### src/hdl/cht_pkg.sv
// ----------------------------------------------------------------------------
// cht_pkg
// Shared types and status codes of the chained hash table.
// ----------------------------------------------------------------------------
package cht_pkg;
  localparam int unsigned KeyW = 31;
  localparam int unsigned AgeW = 8;
  localparam int unsigned HdlW = 16;
  localparam int unsigned StW  = 3;

  typedef enum logic [StW-1:0] {
    ST_INSERTED  = 3'd0,
    ST_DUPLICATE = 3'd1,
    ST_FULL      = 3'd2,
    ST_FOUND     = 3'd3,
    ST_MISSING   = 3'd4
  } status_e;

  typedef enum logic {
    OP_INSERT = 1'b0,
    OP_SEARCH = 1'b1
  } opcode_e;

  typedef struct packed {
    logic              op;
    logic [KeyW-1:0]   key;
    logic [AgeW-1:0]   age;
    logic [HdlW-1:0]   name;
    logic [HdlW-1:0]   city;
  } cmd_t;

  typedef enum logic [2:0] {
    S_IDLE,
    S_HEAD,
    S_READ,
    S_CHECK,
    S_DONE
  } bstate_e;
endpackage

### src/hdl/cht_front.sv
// ----------------------------------------------------------------------------
// cht_front
// Accepts commands and holds them in a short queue for the back end.
// ----------------------------------------------------------------------------
module cht_front (
  input  logic          clk_i,
  input  logic          rst_ni,
  input  logic          start_i,
  input  cht_pkg::cmd_t cmd_i,
  output logic          busy_o,
  output logic          q_valid_o,
  output cht_pkg::cmd_t q_cmd_o,
  input  logic          q_pop_i
);
  import cht_pkg::*;

  // Two-entry queue; a slot is full while a command waits for the back end.
  cmd_t       mem_q [2];
  logic       wp_q, rp_q;
  logic [1:0] cnt_q;
  logic       push;

  assign busy_o    = (cnt_q == 2'd2);
  assign push      = start_i && !busy_o;
  assign q_valid_o = (cnt_q != 2'd0);
  assign q_cmd_o   = mem_q[rp_q];

  always_ff @(posedge clk_i) begin
    if (push) begin
      mem_q[wp_q] <= cmd_i;
    end
  end

  always_ff @(posedge clk_i or negedge rst_ni) begin
    if (!rst_ni) begin
      wp_q  <= 1'b0;
      rp_q  <= 1'b0;
      cnt_q <= 2'd0;
    end else begin
      if (push) wp_q <= ~wp_q;
      if (q_pop_i) rp_q <= ~rp_q;
      cnt_q <= cnt_q + {1'b0, push} - {1'b0, q_pop_i};
    end
  end
endmodule

### config.mk
export PLATFORM = sky130hd
export DESIGN_NAME = cht_front
export DESIGN_NICKNAME = d
export VERILOG_FILES = /design/src/hdl/cht_pkg.sv /design/src/hdl/cht_front.sv
export SDC_FILE = /design/constraint.sdc
export NUM_CORES = 1
export LEC_CHECK = 0
export BUFFER_PORTS_ARGS = -buffer_cell sky130_fd_sc_hd__buf_2
export CAP_MARGIN = 0
export CORE_MARGIN = 4
export CORE_UTILIZATION = 45
export DETAILED_ROUTE_END_ITERATION = 10
export GPL_TIMING_DRIVEN = 0
export PLACE_DENSITY = 0.7
export SYNTH_ARGS = -nofsm -noshare
export SYNTH_HDL_FRONTEND = slang
export SYNTH_SLANG_ARGS = --single-unit
### constraint.sdc
create_clock -name clk_i -period 6.85 [get_ports clk_i]
set_input_delay 0.685 -clock clk_i [delete_from_list [all_inputs] [get_ports clk_i]]
set_output_delay 0.685 -clock clk_i [all_outputs]
set_load 0.01 [all_outputs]
# After elaboration in Yosys (flattened, before gate mapping)
# Memories as Yosys holds them, arrays and structs flattened.
# Cells that the tools add are included.
# word_totals
ff_bits	4
ramBits	144
memories	1
# classes
addsub	2
eq_ne	1
muxes	2
n_bitwise	2
reduce_logical	3
# mem_list
name	depth	width	rd	rd_clocked_by_memory_dff	write_ports	line_no	source
mem_q	2	72	1	0	1	cht_front.sv:18	cmd_t mem_q [2];
# ops
cell	n
2-bit by 1-bit adder with 2-bit output	1
2-bit == test (second input constant)	1
1-bit 2-to-1 mux	2
1-bit NOT	2
2-bit nonzero test	1
2-bit by 1-bit subtractor with 2-bit output	1
1-bit logical AND	1
1-bit logical NOT	1

# Longest topological paths before layout
# depth
ltp_word	5
depth_mapped	7

# Least setup slack after synthesis
# Ideal clock, no wire load.
# synth_timing
kind	input port to flip-flop
start	input port start_i
end	memory mem_q[0][0] (netlist bit), enable pin
t_arrival_ns	3.785
t_required_ns	6.348
setup_slack_ns	2.563
stages	2
path_buffers	0
cell_sequence	nand2_1 > nor2_1
# synth_between
elab_chain_len	3
# synth_rtl
element	line_no	source
from (decl)	cht_front.sv:8	input logic start_i,
1-bit logical AND	cht_front.sv:24	assign push = start_i && !busy_o;
1-bit 2-to-1 mux	cht_front.sv:29	if (push) begin
1-bit 2-to-1 mux (implied by the code)	cht_front.sv:30	mem_q[wp_q] <= cmd_i;
to (decl)	cht_front.sv:18	
# Every way passes these cells.

==> Flow_metrics.wiki <==
{| class="wikitable"
! Metric !! Value
|-
| Largest net degree at the start of global routing || 62
|-
| Clock tree from TritonCTS || done
|-
| Classification of the worst setup path || register to primary output
|-
| Final Cycle Share || about a third
|-
| Die X-Extent || between 100 and 150 um
|-
| Cell family with the largest share of critical-path delay || buffers and inverters
|-
| Cell with the most instances after synthesis || sky130_fd_sc_hd__edfxtp_1
|-
| GRT Total Usage || 13.7%
|-
| Clock sink count || roughly 150
|-
| Vias in the first global route || 3,040
|-
| Fraction of the mapped netlist area in adder cells || 0.436%
|-
| Final GP Congestion || slightly below 0.7
|-
| Critical Path Slowest Stage Cell || sky130_fd_sc_hd__dfrtp_1
|-
| Number of buffers added for setup after CTS || 0
|-
| Power Total || ~3.2 mW
|-
| Die Footprint || 14,600 um^2
|-
| Nets || 490
|-
| 1st-pass router iterations || 4
|-
| Routed wire length per instance || 16.4 um
|-
| Post-route ant nets || 0
|-
| Number of antenna violations at the first check in global routing || 0
|-
| Total number of vias || 2,772
|-
| Summed instance area of the synthesized netlist || 5740 um^2
|-
| Cts hold-fix bufs || 0
|-
| Pwr per Cell Area || about 440 nW/um^2
|-
| Effective utilization at floorplan || between 40 and 50%
|-
| Detailed-route DRC error count || 0
|-
| Max-cap viol count || 0
|-
| Critical path capture point type || primary output
|-
| DPL Wire Length || around 6600 um
|-
| Placeable core area || 12,300 um^2
|-
| Ports placed on the boundary || 150
|-
| Synthesized-area fraction occupied by ao, oa, aoi and oai cells || 0%
|-
| Final Hold Fails || 0
|-
| Clock Pin Slew Worst Setup and Hold Paths || 60 ps
|-
| Critical Path AT || about 1600 ps
|-
| Synthesized-area fraction occupied by xor and xnor cells || less than 1%
|-
| Relative slew slack || 63.8%
|-
| Simple-gate area share of the yosys netlist || 0.458%
|-
| TNS Setup || 0 ps
|-
| Post-synth top area share || 75.3%
|-
| Main combinational cell family by area after synthesis || multiplexers
|-
| Synth warnings || 0
|-
| Hold/Removal Path Class || input port to asynchronous set/reset pin
|-
| CP max stage delay || 330 ps
|-
| Share of flip-flops with an asynchronous set or reset after synthesis || 2.70%
|-
| Post-route standard cell area excluding fillers || 7330 um^2
|-
| Cells along the critical path || buf_6 > buf_12 > mux2_4 > buf_2
|-
| Endpoint required time on the critical path || 6160 ps
|-
| Setup slack of the critical path after layout || 4560 ps
|-
| Fraction of final layout cells with drive strength greater than 1 || 61.2%
|-
| Maximum level of the CTS H-tree || 4
|-
| Ys flop type || sky130_fd_sc_hd__edfxtp_1
|-
| VDD IR max || 0.000278 V
|-
| Synth Register Bits || between 100 and 150
|-
| Vias per Instance || 4.67
|-
| Floorplan die height || 121 um
|-
| Max frequency || between 400 and 500 MHz
|-
| Cells after synthesis || around 240
|-
| Top cell type by total area after synthesis || sky130_fd_sc_hd__edfxtp_1
|-
| Fraction of the yosys area taken by sequential cells || 77.1%
|-
| Post-route clock skew || 4.39 ps
|-
| Transition time at the pin with the least slew margin || 542 ps
|-
| Final wirelength || around 9700 um
|-
| Result of the run || finished, final reports clean
|-
| Clock buffers created by TritonCTS || 17
|-
| Unrepaired setup endpoints after global routing || no
|-
| Top post-synthesis cells by count || sky130_fd_sc_hd__edfxtp_1 (144), sky130_fd_sc_hd__mux2_4 (69), sky130_fd_sc_hd__buf_12 (7)
|-
| Synthesis-to-layout area growth || 27.7%
|-
| Mux contribution to synthesized area || 18.6%
|-
| Startpoint Class || register
|-
| Port buffer count || 149
|-
| Net Count, Synth || 319
|-
| Antenna fix cells || 0
|-
| Number of design-rule violations left by the first detailed-router iteration || 151
|-
| Count of flip-flops with a built-in enable after synthesis || approximately 140
|-
| Clock period minus final worst setup slack || roughly 2300 ps
|-
| Average cell area after synthesis || 23.8 um^2
|-
| Placed standard-cell area || just under 7000 um^2
|-
| Leading cell types by total area after synthesis || sky130_fd_sc_hd__edfxtp_1 (75%), sky130_fd_sc_hd__mux2_4 (18%), sky130_fd_sc_hd__buf_12 (2.4%)
|-
| Clock root buffer || sky130_fd_sc_hd__clkbuf_16
|-
| Final number of max-transition violations || 0
|-
| CTS Buffer Depth || 2
|-
| Biggest fanout along the worst timing path || 10
|-
| Post-synthesis cell type count || 15
|-
| Later-pin clock latency in the skew report || approximately 400 ps
|-
| Number of endpoints failing setup at the final stage || 0
|-
| Worst setup slack after placement || 4840 ps
|-
| Reported leakage power || 2.97 nW
|-
| Cts repair resizes || 0
|-
| Row Count || 40
|-
| Worst Path Buf+Inv || 3
|-
| Global-route wire length before repair || 15,000 um
|-
| Global-route congestion overflow total || 0
|}
==> state kept, by name (all words and copies together), names as in the netlist <==
register / cells
mem_q: 144
wp_q: 1
cnt_q: 2
rp_q: 1
==> logic make-up after synthesis <==
family | after synthesis
and+or+nand+nor | 5
xor gates and xnor gates | 4
DFF | 148
buffers and inverters | 10
muxes | 72
adders and majority gates | 2
==> layout by cell type, fill, tap and decap left out, types with 2 or more instances in the layout <==
cell type / count
sky130_fd_sc_hd__inv_1: 2
sky130_fd_sc_hd__dfrtp_1: 4
sky130_fd_sc_hd__mux2_2: 3
sky130_fd_sc_hd__xnor2_1: 3
sky130_fd_sc_hd__buf_12: 9
sky130_fd_sc_hd__clkinv_1: 3
sky130_fd_sc_hd__clkinv_4: 2
sky130_fd_sc_hd__buf_2: 149
sky130_fd_sc_hd__mux2_4: 69
sky130_fd_sc_hd__clkinv_2: 3
sky130_fd_sc_hd__clkbuf_1: 4
sky130_fd_sc_hd__ha_1: 2
sky130_fd_sc_hd__edfxtp_1: 144
sky130_fd_sc_hd__clkbuf_16: 17
sky130_fd_sc_hd__bufinv_16: 2
==> area by class of cell <==
type,count,area [um^2]
buffer,8,151
sequential,148,4420
inverter,2,7.51
clock buffer,21,440
fill,909,4930
tap,168,210
timing repair buffer,152,813
clock inverter,11,111
multi-input combinational,83,1170
==> per-stage QoR <==
step / hold WS, ps / cells / util, %
5_1_grt: 57.0 / 593 / 59.8
3_5_place_dp: 500 / 561 / 55.3
4_1_cts: 54.4 / 593 / 59.8
3_3_place_gp: 474 / 558 / 54.6
2_1_floorplan: 389 / 241 / -
6_report: 77.1 / 593 / 59.8
==> power breakdown <==
group          internal, mW  leakage [nW]  switching, mW
clock network         0.530         0.267          0.321
registers              1.24          1.38         0.0517
logic                 0.584          1.32          0.511
==> per-layer routing <==
metal | routed length [um] | share of wire (%) | vias up | track usage [%]
li1 | - | - | 1303 | -
met1 | 3750 | 38 | 1349 | 14.9
met2 | 4930 | 51 | 104 | 23.1
met3 | 859 | 8.8 | 16 | 5.83
met4 | 194 | 2.0 | 0 | 6.44
met5 | 0 | 0 | - | 0
==> worst register-to-register path, stage by stage, from the launching register on <==
cell,delay (ps)
sky130_fd_sc_hd__dfrtp_1,400
sky130_fd_sc_hd__nand2b_1,130
sky130_fd_sc_hd__nand2_1,150
sky130_fd_sc_hd__nor2_4,460
sky130_fd_sc_hd__buf_12,280
==> path summary, 6_finish.rpt <==
path                       slack [ps]  depth (start not counted)            to       from
max in group asynchronous        6640                          1      cnt_q[1]     rst_ni
min in group clk_i                460                          1  mem_q[1][65]  cmd_i[65]
min reg2reg                       530                          1      cnt_q[0]   cnt_q[0]
max reg2reg                      5100                          4  mem_q[0][12]   cnt_q[1]
max                              4560                          4    q_cmd_o[9]       rp_q
min                                80                          1          rp_q     rst_ni
Note: power is estimated with default switching activity, not from simulation.
